File: config.mk
export PLATFORM = sky130hd
export DESIGN_NAME = ready_queue_with_removal
export DESIGN_NICKNAME = d
export VERILOG_FILES = /design/src/hdl/rqr_pkg.sv /design/src/hdl/ready_queue_with_removal.sv /design/src/hdl/rqr_ram.sv /design/src/hdl/rqr_ctrl.sv
export SDC_FILE = /design/constraint.sdc
export NUM_CORES = 1
export LEC_CHECK = 0
export BUFFER_PORTS_ARGS = -buffer_cell sky130_fd_sc_hd__buf_2
export CELL_PAD_IN_SITES_DETAIL_PLACEMENT = 0
export CELL_PAD_IN_SITES_GLOBAL_PLACEMENT = 1
export CORE_AREA = 2 2 183 140
export DETAILED_ROUTE_END_ITERATION = 8
export DIE_AREA = 0 0 185 142
export PLACE_DENSITY = 0.63
export SYNTH_ARGS = -nofsm -noshare
export SYNTH_HDL_FRONTEND = slang
export SYNTH_SLANG_ARGS = --single-unit
File: constraint.sdc
create_clock -name clk_i -period 2.5 [get_ports clk_i]
set_input_delay 0.375 -clock clk_i [delete_from_list [all_inputs] [get_ports clk_i]]
set_output_delay 0.375 -clock clk_i [all_outputs]
set_load 0.02 [all_outputs]
File: src/hdl/rqr_pkg.sv
// Package: payload structs, action codes and sequencer states for the ready queue.
package rqr_pkg;

  localparam int unsigned IdOutW  = 8;
  localparam int unsigned CountW  = 5;

  localparam logic [1:0] ACT_ADD      = 2'd0;
  localparam logic [1:0] ACT_DISPATCH = 2'd1;
  localparam logic [1:0] ACT_REMOVE   = 2'd2;

  typedef struct packed {
    logic [1:0]        action;
    logic [IdOutW-1:0] thread_id;
  } in_t;

  typedef struct packed {
    logic              dispatch_valid;
    logic [IdOutW-1:0] dispatch_id;
    logic              found;
    logic              full_drop;
    logic [CountW-1:0] entry_count;
  } out_t;

  typedef enum logic [4:0] {
    ST_IDLE  = 5'b00001,
    ST_DISP  = 5'b00010,
    ST_SCAN  = 5'b00100,
    ST_SHIFT = 5'b01000,
    ST_DONE  = 5'b10000
  } state_e;

endpackage

File: src/hdl/ready_queue_with_removal.sv
// Add or no-op goes straight to the result beat, dispatch first reads the head entry,
// and remove walks the n queued entries (one entry scanned or shifted per cycle).
// One item at a time: the next beat is taken in the cycle after the result moves to
// the output register.
// Reset clears count, head pointer and output valid; the entry memory keeps its contents
// and needs no clearing pass, since only data from slots below the count is ever used.
module ready_queue_with_removal #(
  parameter int unsigned QUEUE_DEPTH = 16,
  parameter int unsigned ID_WIDTH    = 8
) (
  input  logic          clk_i,
  input  logic          rst_ni,
  input  logic          in_valid_i,
  output logic          in_stall_o,
  input  rqr_pkg::in_t  in_data_i,
  output logic          out_valid_o,
  input  logic          out_stall_i,
  output rqr_pkg::out_t out_data_o
);

  localparam int unsigned AddrW = $clog2(QUEUE_DEPTH);
  localparam int unsigned CntW  = $clog2(QUEUE_DEPTH + 1);

  logic                res_valid;
  logic                res_take;
  rqr_pkg::out_t       res_data;
  logic                mem_we;
  logic [AddrW-1:0]    mem_waddr;
  logic [ID_WIDTH-1:0] mem_wdata;
  logic [AddrW-1:0]    mem_raddr;
  logic [ID_WIDTH-1:0] mem_rdata;

  logic          out_valid_q;
  rqr_pkg::out_t out_q;

  // Sequencer: holds the circular-buffer pointers and walks the store on remove.
  rqr_ctrl #(
    .QueueDepth (QUEUE_DEPTH),
    .IdWidth    (ID_WIDTH),
    .AddrW      (AddrW),
    .CntW       (CntW)
  ) u_ctrl (
    .clk_i       (clk_i),
    .rst_ni      (rst_ni),
    .in_valid_i  (in_valid_i),
    .in_stall_o  (in_stall_o),
    .in_data_i   (in_data_i),
    .res_valid_o (res_valid),
    .res_data_o  (res_data),
    .res_take_i  (res_take),
    .we_o        (mem_we),
    .waddr_o     (mem_waddr),
    .wdata_o     (mem_wdata),
    .raddr_o     (mem_raddr),
    .rdata_i     (mem_rdata)
  );

  // Entry store, one write and one read per cycle.
  rqr_ram #(
    .Depth (QUEUE_DEPTH),
    .Width (ID_WIDTH),
    .AddrW (AddrW)
  ) u_ram (
    .clk_i   (clk_i),
    .we_i    (mem_we),
    .waddr_i (mem_waddr),
    .wdata_i (mem_wdata),
    .raddr_i (mem_raddr),
    .rdata_o (mem_rdata)
  );

  // Output register: take a finished result when the slot is empty or draining.
  assign res_take = !out_valid_q || !out_stall_i;

  always_ff @(posedge clk_i or negedge rst_ni) begin
    if (!rst_ni) begin
      out_valid_q <= 1'b0;
    end else if (res_valid && res_take) begin
      out_valid_q <= 1'b1;
    end else if (!out_stall_i) begin
      out_valid_q <= 1'b0;
    end
  end

  // Payload holds while the beat is stalled.
  always_ff @(posedge clk_i) begin
    if (res_valid && res_take) begin
      out_q <= res_data;
    end
  end

  assign out_valid_o = out_valid_q;
  assign out_data_o  = out_q;

  // Every accepted beat puts the sequencer to work, so the input stalls behind it.
  a_busy_after_accept: assert property (@(posedge clk_i) disable iff (!rst_ni)
    (in_valid_i && !in_stall_o) |=> in_stall_o)
    else $error("input taken again right after accept");

  // A result reports at most one kind of event.
  a_one_event: assert property (@(posedge clk_i) disable iff (!rst_ni)
    out_valid_o |-> !(out_data_o.dispatch_valid && out_data_o.found) &&
                    !(out_data_o.dispatch_valid && out_data_o.full_drop) &&
                    !(out_data_o.found && out_data_o.full_drop))
    else $error("result flags more than one event");

  // No dispatch means a zero identifier.
  a_disp_id_zero: assert property (@(posedge clk_i) disable iff (!rst_ni)
    (out_valid_o && !out_data_o.dispatch_valid) |-> (out_data_o.dispatch_id == '0))
    else $error("dispatch id set without dispatch");

endmodule

File: src/hdl/rqr_ram.sv
// Entry store: one write port, one read port with registered read data.
module rqr_ram #(
  parameter int unsigned Depth = 16,
  parameter int unsigned Width = 8,
  parameter int unsigned AddrW = 4
) (
  input  logic             clk_i,
  input  logic             we_i,
  input  logic [AddrW-1:0] waddr_i,
  input  logic [Width-1:0] wdata_i,
  input  logic [AddrW-1:0] raddr_i,
  output logic [Width-1:0] rdata_o
);

  logic [Width-1:0] mem_q [Depth];

  always_ff @(posedge clk_i) begin
    if (we_i) begin
      mem_q[waddr_i] <= wdata_i;
    end
  end

  always_ff @(posedge clk_i) begin
    rdata_o <= mem_q[raddr_i];
  end

endmodule

File: src/hdl/rqr_ctrl.sv
// Sequencer: circular-buffer pointers, id compare for remove and remove/compact walk.
module rqr_ctrl #(
  parameter int unsigned QueueDepth = 16,
  parameter int unsigned IdWidth    = 8,
  parameter int unsigned AddrW      = 4,
  parameter int unsigned CntW       = 5
) (
  input  logic                clk_i,
  input  logic                rst_ni,
  input  logic                in_valid_i,
  output logic                in_stall_o,
  input  rqr_pkg::in_t        in_data_i,
  output logic                res_valid_o,
  output rqr_pkg::out_t       res_data_o,
  input  logic                res_take_i,
  output logic                we_o,
  output logic [AddrW-1:0]    waddr_o,
  output logic [IdWidth-1:0]  wdata_o,
  output logic [AddrW-1:0]    raddr_o,
  input  logic [IdWidth-1:0]  rdata_i
);

  localparam logic [AddrW:0]  DepthW = (AddrW+1)'(QueueDepth);
  localparam logic [CntW-1:0] FullC  = CntW'(QueueDepth);

  rqr_pkg::state_e state_q, state_d;
  logic [CntW-1:0]    count_q, count_d;
  logic [AddrW-1:0]   head_q, head_d;
  logic [AddrW-1:0]   pos_q, pos_d;
  logic [IdWidth-1:0] id_q, id_d;
  logic [IdWidth-1:0] did_q, did_d;
  logic               dvalid_q, dvalid_d;
  logic               found_q, found_d;
  logic               drop_q, drop_d;

  logic                       accept;
  logic [IdWidth+IdWidth-1:0] id_ext;
  logic [IdWidth-1:0]         id_in;
  logic [CntW-1:0]            cnt_m1;
  logic [AddrW-1:0]           last_pos;
  logic [AddrW-1:0]           pos_p1;
  logic                       at_last;
  logic [CntW+rqr_pkg::CountW-1:0] cnt_ext;
  logic [IdWidth+rqr_pkg::IdOutW-1:0] did_ext;

  // Map a logical position from the head to a physical slot.
  function automatic logic [AddrW-1:0] phys(input logic [AddrW-1:0] head,
                                            input logic [AddrW-1:0] p);
    logic [AddrW:0] s;
    s = {1'b0, head} + {1'b0, p};
    if (s >= DepthW) begin
      s = s - DepthW;
    end
    return s[AddrW-1:0];
  endfunction

  assign accept   = in_valid_i && !in_stall_o;
  assign id_ext   = {{IdWidth{1'b0}}, in_data_i.thread_id};
  assign id_in    = id_ext[IdWidth-1:0];
  assign cnt_m1   = count_q - CntW'(1);
  assign last_pos = cnt_m1[AddrW-1:0];
  assign pos_p1   = pos_q + AddrW'(1);
  assign at_last  = (pos_q == last_pos);

  always_comb begin
    state_d  = state_q;
    count_d  = count_q;
    head_d   = head_q;
    pos_d    = pos_q;
    id_d     = id_q;
    did_d    = did_q;
    dvalid_d = dvalid_q;
    found_d  = found_q;
    drop_d   = drop_q;
    we_o     = 1'b0;
    waddr_o  = '0;
    wdata_o  = rdata_i;
    raddr_o  = head_q;
    case (state_q)
      rqr_pkg::ST_IDLE: begin
        if (accept) begin
          id_d     = id_in;
          did_d    = '0;
          dvalid_d = 1'b0;
          found_d  = 1'b0;
          drop_d   = 1'b0;
          pos_d    = '0;
          state_d  = rqr_pkg::ST_DONE;
          case (in_data_i.action)
            rqr_pkg::ACT_ADD: begin
              if (count_q == FullC) begin
                drop_d = 1'b1;
              end else begin
                we_o    = 1'b1;
                waddr_o = phys(head_q, count_q[AddrW-1:0]);
                wdata_o = id_in;
                count_d = count_q + CntW'(1);
              end
            end
            rqr_pkg::ACT_DISPATCH: begin
              if (count_q != '0) begin
                state_d = rqr_pkg::ST_DISP;
              end
            end
            rqr_pkg::ACT_REMOVE: begin
              if (count_q != '0) begin
                state_d = rqr_pkg::ST_SCAN;
              end
            end
            default: ;
          endcase
        end
      end
      rqr_pkg::ST_DISP: begin
        // Head data is back: pop it.
        dvalid_d = 1'b1;
        did_d    = rdata_i;
        head_d   = phys(head_q, AddrW'(1));
        count_d  = cnt_m1;
        state_d  = rqr_pkg::ST_DONE;
      end
      rqr_pkg::ST_SCAN: begin
        raddr_o = phys(head_q, pos_p1);
        if (rdata_i == id_q) begin
          found_d = 1'b1;
          if (at_last) begin
            count_d = cnt_m1;
            state_d = rqr_pkg::ST_DONE;
          end else begin
            pos_d   = pos_p1;
            state_d = rqr_pkg::ST_SHIFT;
          end
        end else if (at_last) begin
          state_d = rqr_pkg::ST_DONE;
        end else begin
          pos_d = pos_p1;
        end
      end
      rqr_pkg::ST_SHIFT: begin
        // Move entry at pos one slot toward the head.
        raddr_o = phys(head_q, pos_p1);
        we_o    = 1'b1;
        waddr_o = phys(head_q, pos_q - AddrW'(1));
        wdata_o = rdata_i;
        if (at_last) begin
          count_d = cnt_m1;
          state_d = rqr_pkg::ST_DONE;
        end else begin
          pos_d = pos_p1;
        end
      end
      rqr_pkg::ST_DONE: begin
        if (res_take_i) begin
          state_d = rqr_pkg::ST_IDLE;
        end
      end
      default: begin
        state_d = rqr_pkg::ST_IDLE;
      end
    endcase
  end

  always_ff @(posedge clk_i or negedge rst_ni) begin
    if (!rst_ni) begin
      state_q <= rqr_pkg::ST_IDLE;
      count_q <= '0;
      head_q  <= '0;
    end else begin
      state_q <= state_d;
      count_q <= count_d;
      head_q  <= head_d;
    end
  end

  always_ff @(posedge clk_i) begin
    pos_q    <= pos_d;
    id_q     <= id_d;
    did_q    <= did_d;
    dvalid_q <= dvalid_d;
    found_q  <= found_d;
    drop_q   <= drop_d;
  end

  assign cnt_ext = {{rqr_pkg::CountW{1'b0}}, count_q};
  assign did_ext = {{rqr_pkg::IdOutW{1'b0}}, did_q};

  assign in_stall_o  = (state_q != rqr_pkg::ST_IDLE);
  assign res_valid_o = (state_q == rqr_pkg::ST_DONE);

  always_comb begin
    res_data_o.dispatch_valid = dvalid_q;
    res_data_o.dispatch_id    = did_ext[rqr_pkg::IdOutW-1:0];
    res_data_o.found          = found_q;
    res_data_o.full_drop      = drop_q;
    res_data_o.entry_count    = cnt_ext[rqr_pkg::CountW-1:0];
  end

endmodule

After elaboration in Yosys (flattened, before gate mapping). Memory sizes are Yosys's and may differ from the RTL's. A register that Yosys moved wholly into a read port is not among the register bits. Index checks and enable logic that the tools add are counted.

$add $sub $neg: 12. Multipliers: 0. Div/mod/pow operators: 0. Magnitude comparators: 4. Equal/unequal tests: 18. Shift operators: 0. Muxes and demuxes: 46. Bitwise logic cells: 0. Reductions and logical operators: 19.

Operators with widths (count): $mux W5 (12); $mux W4 (10); $mux W8 (5); $pmux W5 S5 (1); $ge A5 B5 Y1 const B (4); $pmux W5 S4 (1); $sub A4 B1 Y4 const B (5); $pmux W4 S2 (2); $pmux W8 S2 (1); $add A4 B4 Y5 (3); $eq A5 B5 Y1 const B (2); $mux W1 (10); $pmux W5 S2 (1); $eq A8 B8 Y1 (1); $ne A2 B1 Y1 const B (4); $ne A2 B2 Y1 const B (3); $pmux W1 S2 (3); $reduce_and A2 Y1 (3); $reduce_and A3 Y1 (2); $reduce_bool A2 Y1 (3); $add A4 B1 Y5 const B (1); $add A5 B1 Y5 const B (1); $eq A5 B1 Y1 const B (1); $eq A5 B2 Y1 const B (1); 16 further kinds (19).

Register bits: 54. Bits in latches: 0. RAM bits: 128. ROM bits: 0. Output and inout port bits: 18. Word-level logic and storage cells: 115. Memories: 1.

Memory list: u_ram.mem_q (depth 16, bits a word 8, rd ports 1, clocked after Yosys merged registers in 1, wr ports 1, RTL line rqr_ram.sv:15) `logic [Width-1:0] mem_q [Depth];`.

Logic depth before layout (Yosys ltp). Gate-level depths: netlist (run 1).

Depth after elaboration: 7. Depth in mapped cells: 11. Gate-level depth less buffers: 10.

Cells and area by module. A second synthesis (run 1) with hierarchy kept.

Cell total of the unflattened synthesis: 476. Area, all modules: 8196.6 um^2.

By module, submodules not included: rqr_ram (instances 1, cells an instance 229, area each 5147.4 um^2, seq. area each 4003.8 um^2); rqr_ctrl (instances 1, cells an instance 227, area each 2521.2 um^2, seq. area each 1042.2 um^2); ready_queue_with_removal (instances 1, cells an instance 20, area each 528.0 um^2, seq. area each 505.5 um^2).

Worst setup path before layout (run 1). OpenSTA, ideal clock, no wires.

Kind: flip-flop to flip-flop. From: register u_ctrl.pos_q[0]. To: memory u_ram.mem_q[10][0] (enable). Library setup time: 0.370 ns. Arrival time: 2.310 ns. Required time: 2.130 ns. Setup slack: -0.180 ns. Cell stages (with the launch flop): 11. Path buffers: 0. Path through: edfxtp_1 inv_1 ha_1 inv_1 ha_1 a21o_1 a21oi_1 xnor2_1 a22o_1 nand2_1 nor2_1.

Word-level cells in the longest chain between the ends: 5.

RTL lines: start: declaration (RTL line rqr_ctrl.sv:29) `logic [AddrW-1:0] pos_q, pos_d;`; start signal: assignment (RTL line rqr_ctrl.sv:176) `pos_q <= pos_d;`; $sub A4 B1 Y4 * (RTL line rqr_ctrl.sv:143) `waddr_o = phys(head_q, pos_q - AddrW'(1));`; $add A4 B4 Y5 * (RTL line rqr_ctrl.sv:50) `s = {1'b0, head} + {1'b0, p};`; $sub A4 B1 Y4 / $ge A5 B5 Y1 (equally long branches) (RTL line rqr_ctrl.sv:52, rqr_ctrl.sv:51); $mux W4 * (RTL line rqr_ctrl.sv:51) `if (s >= DepthW) begin`; $pmux W4 S2 * (RTL line rqr_ctrl.sv:79) `case (state_q)`; end: declaration (RTL line rqr_ram.sv:15).

Mark *: on every way between the ends. The rest lies on a longest branch, timed or not.

Final worst setup path (run 1).
From: register u_ctrl.pos_q[0]. To: memory u_ram.mem_q[10][1] (enable).

The elaborated chain is that of the path after synthesis.

==> results.sh, run 1 <==
export IMPL_grt_max_degree=33
export IMPL_antenna_found_initial=0
export IMPL_reg2reg_depth=7
export IMPL_synthTopCellsByArea="edfxtp_1, mux4_2, dfrtp_1"
export IMPL_pwr_density_cell_nw_per_um2=1040
export IMPL_htreeDepth=4
export IMPL_drive_gt1_frac=0.353
export IMPL_final_setup_viol_count=16
export IMPL_die_y_um=142
export IMPL_place_congestion=0.898
export IMPL_cts_max_path_buffers=2
export IMPL_io_buffer_count=31
export IMPL_clock_sinks=190
export IMPL_root_buffer="clkbuf_16"
export IMPL_yosysWarnings=0
export IMPL_multi_input_area_um2=3160
export IMPL_seqCellArea_um2=5560
export IMPL_p_int_uw=7270
export IMPL_r2r_start="u_ctrl.pos_q[0]$_SDFFCE_PP0P_"
export IMPL_slew_violations=0
export IMPL_timing_hold_worst_endpoint="u_ctrl.id_q[1]$_DFFE_PP_"
export IMPL_outcome="finished with violations"
export IMPL_numCtsBuffers=17
export IMPL_rr_endpoint="u_ram.mem_q[10][1]$_DFFE_PP_"
export IMPL_worstHoldStart="in_data_i[1]"
export IMPL_crit_slowest_cell="fa_2"
export IMPL_first_pass_iters=5
export IMPL_min_path_cells=1
export IMPL_rows=50
export IMPL_p_seq_frac=0.395
export IMPL_synth_distinct_cells=56
export IMPL_synthesis_area_um2=8430
export IMPL_io_pins=32
export IMPL_tightest_slew_ps=1020
export IMPL_irDropWorstVdd_uv=569
export IMPL_relSlewSlack=0.316
export IMPL_min_path_type="input port to flop"
export IMPL_hold_viol=0
export IMPL_num_antenna_cells=0
export IMPL_p_leak_uw=0.00369
export IMPL_nFillCells=2215
export IMPL_period_share=1.00
export IMPL_fp_coreArea_um2=24500
export IMPL_synth_edf_count=167
export IMPL_place_area_um2=9620
export IMPL_r2r_slack_ps=-10
export IMPL_path_cells="inv_2 > ha_4 > buf_6 > fa_2 > o32a_1 > buf_12 > nor2_4"
export IMPL_rsz0062_at_grt="true"
export IMPL_synth_top_cell_by_area="edfxtp_1"
export IMPL_grt_ovfl_total=0
export IMPL_postSynthCellCount=583
export IMPL_syn_mean_instance_area_um2=14.5
export IMPL_clkTransAtPathRegs_ps=70
export IMPL_yosys_register_bits=190
export IMPL_post_route_min_period_ps=2510
export IMPL_dp_hpwl_um=14700
export IMPL_yosysSeqAreaShare=0.659
export IMPL_final_common_cell="edfxtp_1"
export IMPL_switching_power_uw=3870
export IMPL_drt_iter0_markers=482
export IMPL_layout_common_cells="edfxtp_1, buf_4, o21ai_0"
export IMPL_fmax_mhz=398
export IMPL_power_frac_clock=0.239
export IMPL_die_x_um=185
export IMPL_totalWireLength_um=21400
export IMPL_areaGrowthSynthToFinish_pct=26.8
export IMPL_route_vias_total=5281
export IMPL_drc=0
export IMPL_start_kind="flop"
export IMPL_postRouteAntennaNets=0
export IMPL_p_comb_frac=0.366
export IMPL_critPathMaxStageDelay_ps=470
export IMPL_synth_nets=617
export IMPL_avgViaCountPerCell=5.19
export IMPL_cts_tree="yes"
export IMPL_grt_pass1_vias=5247
export IMPL_violations="setup timing"
export IMPL_layout_setup_ws_ps=-11.4
export IMPL_track_usage=0.166
export IMPL_dieArea_um2=26300
export IMPL_critPathArrivalTime_ps=2630
export IMPL_finClkSkew_ps=11.5
export IMPL_path_max_fanout=8
export IMPL_cp_required_ps=2620
export IMPL_crit_type="flop to flop"
export IMPL_final_cell_area_um2=10700
export IMPL_tns_ps=-146
export IMPL_nets=701
export IMPL_synth_ff_type="edfxtp_1"
export IMPL_maxCapViolCount=0
export IMPL_synth_top_area_frac=0.595
export IMPL_end_kind="flop"
export IMPL_floorplan_initialDensity=0.344
export IMPL_clkLatencyLatePin_ps=440
export IMPL_synthArstFlopShare=0.0789
export IMPL_cp_top_family="adder cells"
export IMPL_grt_pass1_wl_um=31900
export IMPL_p_sw_frac=0.347
export IMPL_wl_per_cell_um=21.0
export IMPL_path_buf_inv=3
export IMPL_p_total_uw=11100
==> flip-flops by register name, indices dropped and copies added, names as in the netlist <==
name,flops
u_ctrl.head_q,4
u_ctrl.did_q,8
u_ctrl.count_q,5
u_ram.rdata_o,8
u_ctrl.pos_q,4
u_ctrl.dvalid_q,1
u_ctrl.drop_q,1
u_ctrl.state_q,5
out_data_o,16
u_ctrl.found_q,1
out_valid_o,1
u_ctrl.id_q,8
u_ram.mem_q,128
==> cell usage after synthesis, types with 10 or more instances <==
master,instances
nand4_1,10
a32oi_1,33
nand2_1,27
nand3_1,22
inv_1,13
mux4_2,16
clkbuf_1,22
edfxtp_1,167
a21oi_1,11
o21ai_0,64
xnor2_1,26
xor2_1,11
nor2_1,30
ha_1,17
dfrtp_1,14
and2_1,12
==> worst max-delay path by stage <==
| stage | from | endpoint | slack, ps | depth (start not counted) |
|---|---|---|---|---|
| final | u_ctrl.pos_q[0]$_SDFFCE_PP0P_ | u_ram.mem_q[10][1]$_DFFE_PP_ | -10 | 7 |
| after global routing | u_ctrl.pos_q[0]$_SDFFCE_PP0P_ | u_ram.mem_q[4][1]$_DFFE_PP_ | -80 | 8 |
| after CTS | u_ctrl.pos_q[0]$_SDFFCE_PP0P_ | u_ram.rdata_o[3]$_DFF_P_ | -40 | 10 |
| after detailed placement | u_ctrl.pos_q[0]$_SDFFCE_PP0P_ | u_ram.rdata_o[3]$_DFF_P_ | -220 | 9 |
| after global placement | u_ctrl.pos_q[0]$_SDFFCE_PP0P_ | u_ram.rdata_o[5]$_DFF_P_ | -100 | 9 |
| after floorplan | u_ctrl.pos_q[0]$_SDFFCE_PP0P_ | u_ram.mem_q[10][0]$_DFFE_PP_ | -30 | 10 |
==> final cells by class <==
| cell class | count | area share |
|---|---|---|
| well taps | 338 | 0.0396 |
| inverters | 14 | 0.00515 |
| flip-flops and latches | 190 | 0.520 |
| multi-input cells | 346 | 0.296 |
| clock buffers | 17 | 0.0398 |
| repair buffers | 98 | 0.0854 |
| clock inverters | 14 | 0.0143 |
==> worst register-to-register path: cells and delay by family (launching register included) <==
| kind | cells | cell delay [ps] |
|---|---|---|
| adders and majority gates | 2 | 710 |
| buffers and inverters | 3 | 420 |
| DFF | 1 | 420 |
| AOI/OAI and AO/OA | 1 | 410 |
| and+or+nand+nor | 1 | 240 |
==> stage by stage <==
| stage | setup slack, ps | utilization | std cells | hold slack [ps] |
|---|---|---|---|---|
| floorplan | -32.5 | - | 583 | 79.4 |
| global placement | -104 | 0.392 | 978 | 325 |
| detailed placement | -221 | 0.392 | 978 | 325 |
| CTS | -35.9 | 0.425 | 1013 | 122 |
| global route | -79.1 | 0.436 | 1017 | 117 |
| finish | -11.4 | 0.436 | 1017 | 134 |
==> power by group through the flow <==
stage / clock (uW) / sequential (uW) / combinational, uW
3_3_place_gp: 0 / 4450 / 3560
4_1_cts: 2710 / 4390 / 3840
3_5_place_dp: 0 / 4450 / 3620
6_report: 2660 / 4400 / 4080
5_1_grt: 2830 / 4440 / 4380
2_1_floorplan: 0 / 4410 / 2180
==> per-layer routing <==
layer,up-vias,global-route usage,wire length [um]
met4,0,0.0384,195
met3,16,0.0466,1230
li1,2437,-,-
met1,2645,0.245,10600
met5,-,0,0
met2,183,0.244,9350
==> timing repair <==
action / in CTS / in global routing
hold buffers: 1 / 0
setup buffers: 9 / 4
pin swaps: 20 / 20
endpoints found under the setup margin: 136 / 135
gates resized for setup: 43 / 56
cloned: 0 / 1
hold endpoints to repair: 14 / 0
==> logic make-up (layout without fill, tap and decap cells) <==
family | Yosys count | after routing | synth area share
AO/OA/AOI/OAI | 132 | 132 | 0.102
XOR/XNOR | 38 | 38 | 0.0417
adder cells (fa/ha/maj) | 20 | 20 | 0.0324
buffers and inverters | 47 | 143 | 0.0249
flip-flops | 190 | 190 | 0.659
multiplexers | 29 | 29 | 0.0594
AND/OR/NAND/NOR | 127 | 127 | 0.0812
(Power assumes the default switching activity.)
==> run 2: changes to the inputs <==
- CORE_AREA: 2 2 183 140 -> 2 2 158 121
- DIE_AREA: 0 0 185 142 -> 0 0 160 123
- PLACE_DENSITY: 0.63 -> 0.79
==> run 2 against run 1 <==
The flow still finishes with violations (setup timing). Combinational power decreased by 4%. Cell count shrank 9.0%. Core utilization is 14 points higher. Sequential share of layout area up 1.4 points. Global-route usage increased by 5.2 points. Wire length decreased by 2.4%. First-iteration DRC count increased by 34%. Clock power is essentially flat. Sequential power barely moved. Critical path type unchanged. Largest cell class unchanged.
==> results.sh, run 2 (same netlist as run 1, synthesis figures left out) <==
export IMPL_rsz0062_at_grt="true"
export IMPL_first_pass_iters=5
export IMPL_violations="setup timing"
export IMPL_final_setup_viol_count=8
export IMPL_place_congestion=0.897
export IMPL_largest_register_ffs=128
export IMPL_drt_iter0_markers=646
export IMPL_period_share=1.04
export IMPL_grt_ovfl_total=0
export IMPL_die_y_um=123
export IMPL_start_kind="flop"
export IMPL_tightest_slew_ps=830
export IMPL_critPathArrivalTime_ps=2980
export IMPL_place_area_um2=9330
export IMPL_cp_required_ps=2870
export IMPL_slew_violations=0
export IMPL_maxCapViolCount=0
export IMPL_wl_per_cell_um=22.6
export IMPL_outcome="finished with violations"
export IMPL_reg2reg_depth=10
export IMPL_p_leak_uw=0.00360
export IMPL_root_buffer="clkbuf_16"
export IMPL_irDropWorstVdd_uv=472
export IMPL_rows=43
export IMPL_grt_pass1_vias=5190
export IMPL_die_x_um=160
export IMPL_path_buf_inv=2
export IMPL_critPathMaxStageDelay_ps=410
export IMPL_io_buffer_count=31
export IMPL_avgViaCountPerCell=5.86
export IMPL_cp_num_cells=10
export IMPL_pwr_density_cell_nw_per_um2=1060
export IMPL_clkTransAtPathRegs_ps=70
export IMPL_crit_slowest_cell="edfxtp_1"
export IMPL_antenna_found_initial=0
export IMPL_drive_gt1_frac=0.335
export IMPL_dieArea_um2=19700
export IMPL_layout_setup_ws_ps=-112
export IMPL_cp_top_family="adder cells"
export IMPL_dp_hpwl_um=14000
export IMPL_layout_common_cells="edfxtp_1, buf_4, o21ai_0"
export IMPL_clock_sinks=190
export IMPL_floorplan_initialDensity=0.463
export IMPL_areaGrowthSynthToFinish_pct=23.3
export IMPL_finClkSkew_ps=11.6
export IMPL_clkLatencyLatePin_ps=440
export IMPL_io_pins=32
export IMPL_track_usage=0.219
export IMPL_relSlewSlack=0.442
export IMPL_final_common_cell="edfxtp_1"
export IMPL_min_path_cells=1
export IMPL_route_vias_total=5417
export IMPL_drc=0
export IMPL_htreeDepth=4
export IMPL_crit_type="flop to flop"
export IMPL_postRouteAntennaNets=0
export IMPL_num_antenna_cells=0
export IMPL_min_path_type="input port to flop"
export IMPL_fmax_mhz=383
export IMPL_cts_max_path_buffers=2
export IMPL_cts_tree="yes"
export IMPL_post_route_min_period_ps=2610
export IMPL_final_util=0.572
export IMPL_path_cells="buf_4 > ha_1 > xor2_2 > ha_4 > xor2_1 > nand3_2 > mux2i_4 > buf_4 > o21ai_2 > nand4_1"
export IMPL_fp_coreArea_um2=18200
export IMPL_end_kind="flop"
export IMPL_final_cell_area_um2=10400
export IMPL_cpMostUsedCell="buf_4"
export IMPL_path_max_fanout=8
export IMPL_regMostFlops="u_ram.mem_q"
export IMPL_numCtsBuffers=17
export IMPL_nets=699
export IMPL_hold_viol=0
export IMPL_grt_pass1_wl_um=31500
export IMPL_totalWireLength_um=20900
export IMPL_grt_max_degree=33
## run 2: worst paths after layout
kind                       slack, ps                          start                            end
max reg2reg                     -110  u_ctrl.pos_q[0]$_SDFFCE_PP0P_       u_ram.rdata_o[5]$_DFF_P_
min in group asynchronous        390                         rst_ni   u_ctrl.head_q[3]$_DFFE_PN0P_
max                             -110  u_ctrl.pos_q[0]$_SDFFCE_PP0P_       u_ram.rdata_o[5]$_DFF_P_
max in group asynchronous       1800                         rst_ni  u_ctrl.state_q[0]$_DFFE_PN1P_
min reg2reg                      420  u_ctrl.did_q[3]$_SDFFCE_PN0P_       out_data_o[10]$_DFFE_PP_
min                              140                   in_data_i[2]       u_ctrl.id_q[2]$_DFFE_PP_
## run 2: through the flow
step | setup WS, ps | TNS [ps] | power, uW | hold slack (ps) | std cells
floorplan | -32.5 | -1040 | 6590 | 79.4 | 583
finish | -112 | -530 | 11000 | 138 | 925
detailed placement | -209 | -10970 | 7920 | 321 | 875
global placement | -153 | -8700 | 7850 | 304 | 875
CTS | 3.07 | 0 | 10800 | 122 | 915
global route | -159 | -6670 | 11500 | 128 | 925
## run 2: layout make-up
| class | count | area [um2] |
|---|---|---|
| fill | 1431 | 7790 |
| multi-input combinational | 346 | 3090 |
| timing repair buffer | 96 | 800 |
| inverter | 14 | 55.1 |
| clock inverter | 14 | 156 |
| sequential | 190 | 5550 |
| tap | 247 | 309 |
| clock buffer | 18 | 429 |
## run 2: timing repair
action,in CTS,in global routing
gates resized for setup,26,57
buffers inserted,7,9
hold buffers,1,0
pin swaps,17,21
hold endpoints to repair,14,0
setup endpoints to repair,136,136
cloned,0,1
## run 2: worst reg2reg max path: cells and delay by family, from the launching register on
kind                       cells  cell delay [ps]
xor gates and xnor gates       2              520
AOI/OAI and AO/OA              1               50
DFF                            1              410
muxes                          1              330
and+or+nand+nor                2              330
buffers and inverters          2              360
adders and majority gates      2              550
## run 2: layer usage
layer | wire length [um] | up-vias | global-route usage
li1 | - | 2431 | -
met1 | 9950 | 2776 | 0.331
met2 | 9180 | 186 | 0.322
met3 | 1440 | 24 | 0.0473
met4 | 309 | 0 | 0.0574
met5 | 0 | - | 0
## run 2: where the power goes
part,leakage (uW),internal [uW],switching [uW],total (uW)
Clock,0.000275,1490,1200,2690
Sequential,0.00178,4140,243,4380
Combinational,0.00155,1610,2310,3920
Total,0.00360,7250,3760,11000
==> run 3: changes to the inputs <==
- CORE_AREA: 2 2 158 121 -> 2 2 145 112
- DIE_AREA: 0 0 160 123 -> 0 0 147 114
- PLACE_DENSITY: 0.79 -> 0.87
- clock period: 2.5 -> 3.1 ns (I/O delays scaled with it)
==> run 3 against run 2 <==
The run now ends clean. Power decreased by 26%. Worst setup slack improved by 320 ps. Core utilization increased by 4.2 points. First-iteration DRC count is 34% lower. Clock power decreased by 23%. Cell area down 8.4%. Cell count decreased by 7.6%. Sequential cell count unchanged. Die area decreased by 15%.
==> results.sh, run 3 (same netlist as run 1, synthesis figures left out) <==
export IMPL_outcome="finished, final reports clean"
export IMPL_dp_slack_ps=120
export IMPL_p_sw_frac=0.328
export IMPL_final_common_cell="edfxtp_1"
export IMPL_hold_viol=0
export IMPL_maxCapViolCount=0
export IMPL_antenna_found_initial=0
export IMPL_multi_input_area_um2=2690
export IMPL_fp_coreArea_um2=15500
export IMPL_io_buffer_count=31
export IMPL_period_share=0.934
export IMPL_p_seq_frac=0.445
export IMPL_nets=667
export IMPL_wl_per_cell_um=22.1
export IMPL_drive_gt1_frac=0.202
export IMPL_numCtsBuffers=17
export IMPL_die_x_um=147
export IMPL_end_kind="flop"
export IMPL_clkTransAtPathRegs_ps=70
export IMPL_cts_max_path_buffers=2
export IMPL_areaGrowthSynthToFinish_pct=13.0
export IMPL_regMostFlops="u_ram.mem_q"
export IMPL_drt_iter0_markers=425
export IMPL_num_antenna_cells=0
export IMPL_post_route_min_period_ps=2890
export IMPL_pwr_density_cell_nw_per_um2=850
export IMPL_layout_common_cells="edfxtp_1, o21ai_0, a32oi_1"
export IMPL_io_pins=32
export IMPL_reg2reg_depth=10
export IMPL_seqCellArea_um2=5550
export IMPL_p_int_uw=5440
export IMPL_slew_violations=0
export IMPL_start_kind="flop"
export IMPL_first_pass_iters=5
export IMPL_crit_end="u_ram.rdata_o[1]$_DFF_P_"
export IMPL_final_cell_area_um2=9520
export IMPL_relSlewSlack=0.548
export IMPL_finClkSkew_ps=13.1
export IMPL_switching_power_uw=2660
export IMPL_totalWireLength_um=18900
export IMPL_htreeDepth=4
export IMPL_place_area_um2=8930
export IMPL_rr_endpoint="u_ram.rdata_o[1]$_DFF_P_"
export IMPL_track_usage=0.236
export IMPL_tightest_slew_ps=678
export IMPL_cp_required_ps=3390
export IMPL_grt_pass1_wl_um=29000
export IMPL_r2r_start="u_ctrl.pos_q[0]$_SDFFCE_PP0P_"
export IMPL_irDropWorstVdd_uv=510
export IMPL_path_max_fanout=8
export IMPL_rsz0062_at_grt="false"
export IMPL_clkLatencyLatePin_ps=430
export IMPL_largest_register_ffs=128
export IMPL_clock_sinks=190
export IMPL_final_setup_viol_count=0
export IMPL_grt_pass1_vias=4966
export IMPL_crit_type="flop to flop"
export IMPL_postRouteAntennaNets=0
export IMPL_die_y_um=114
export IMPL_critPathArrivalTime_ps=3180
export IMPL_final_util=0.614
export IMPL_dp_hpwl_um=12900
export IMPL_power_frac_clock=0.254
export IMPL_worstHoldStart="in_data_i[5]"
export IMPL_grt_max_degree=33
export IMPL_root_buffer="clkbuf_16"
export IMPL_rows=40
export IMPL_avgViaCountPerCell=6.09
export IMPL_floorplan_initialDensity=0.543
export IMPL_layout_setup_ws_ps=205
export IMPL_min_path_type="input port to flop"
export IMPL_crit_start="u_ctrl.pos_q[0]$_SDFFCE_PP0P_"
export IMPL_route_vias_total=5207
export IMPL_tns_ps=0
export IMPL_p_comb_frac=0.301
export IMPL_dieArea_um2=16800
export IMPL_fmax_mhz=345
export IMPL_p_leak_uw=0.00335
export IMPL_grt_ovfl_total=0
export IMPL_nFillCells=1187
export IMPL_r2r_slack_ps=210
export IMPL_drc=0
export IMPL_place_congestion=0.867
export IMPL_cts_tree="yes"
[run 3: cell types whose count changed in the layout (fill, tap and decap cells not counted), moves of 6 or more]
cell	delta
buf_12	-9
buf_4	-20
nand2_1	+6
nor2_1	+16
nor2_4	-16
o21ai_0	+25
o21ai_1	-15
o21ai_2	-10
[run 3: worst min-delay path by stage]
stage / cells past startpoint / to / slack, ps
floorplan: 0 / out_valid_o$_DFFE_PN0P_ / 170
global placement: 1 / u_ctrl.count_q[1]$_DFFE_PN0P_ / 390
detailed placement: 1 / u_ctrl.count_q[1]$_DFFE_PN0P_ / 400
CTS: 1 / u_ctrl.id_q[7]$_DFFE_PP_ / 230
global route: 1 / u_ctrl.id_q[7]$_DFFE_PP_ / 230
finish: 1 / u_ctrl.id_q[5]$_DFFE_PP_ / 250
[run 3: power by group through the flow]
stage / clock, uW / sequential, uW / combinational, uW
after floorplan: 0 / 3550 / 1700
after global placement: 0 / 3630 / 2310
after detailed placement: 0 / 3650 / 2380
after CTS: 2080 / 3600 / 2400
after global routing: 2190 / 3630 / 2640
final: 2060 / 3600 / 2440
[run 3: layout make-up]
| type | instances | share of cell area |
|---|---|---|
| clock buffer | 19 | 0.0455 |
| clock inverter | 12 | 0.0124 |
| inverter | 14 | 0.00552 |
| multi-input combinational | 346 | 0.282 |
| sequential | 190 | 0.583 |
| tap | 210 | 0.0276 |
| timing repair buffer | 64 | 0.0439 |
[run 3: metal layers]
metal  track usage  share of wire  routed length [um]  vias up
met5             0              0                   0        -
met2         0.354           0.44                8390      232
li1              -              -                   -     2357
met4        0.0538          0.011                 201        0
met3        0.0540          0.087                1650       14
met1         0.359           0.46                8620     2604
[run 3: what timing repair did]
item,4_1_cts,5_1_grt
hold endpoints to repair,14,0
endpoints found under the setup margin,0,8
buffers inserted,0,1
hold buffers,1,0
resized for setup,0,5
[run 3: critical path, stage by stage (launching register included)]
cell and delay, ps:
edfxtp_1 460, inv_1 110, ha_1 400, ha_1 320, a21o_1 170, a21oi_1 330, xor2_2 270, mux2i_2 100
buf_4 160, o21ai_0 300, nand4_1 130
[run 3: through the flow]
step                hold slack [ps]  cells  power (uW)
floorplan                       169    583        5250
global placement                393    822        5950
detailed placement              399    822        6030
CTS                             232    854        8070
global route                    232    855        8460
finish                          253    855        8100
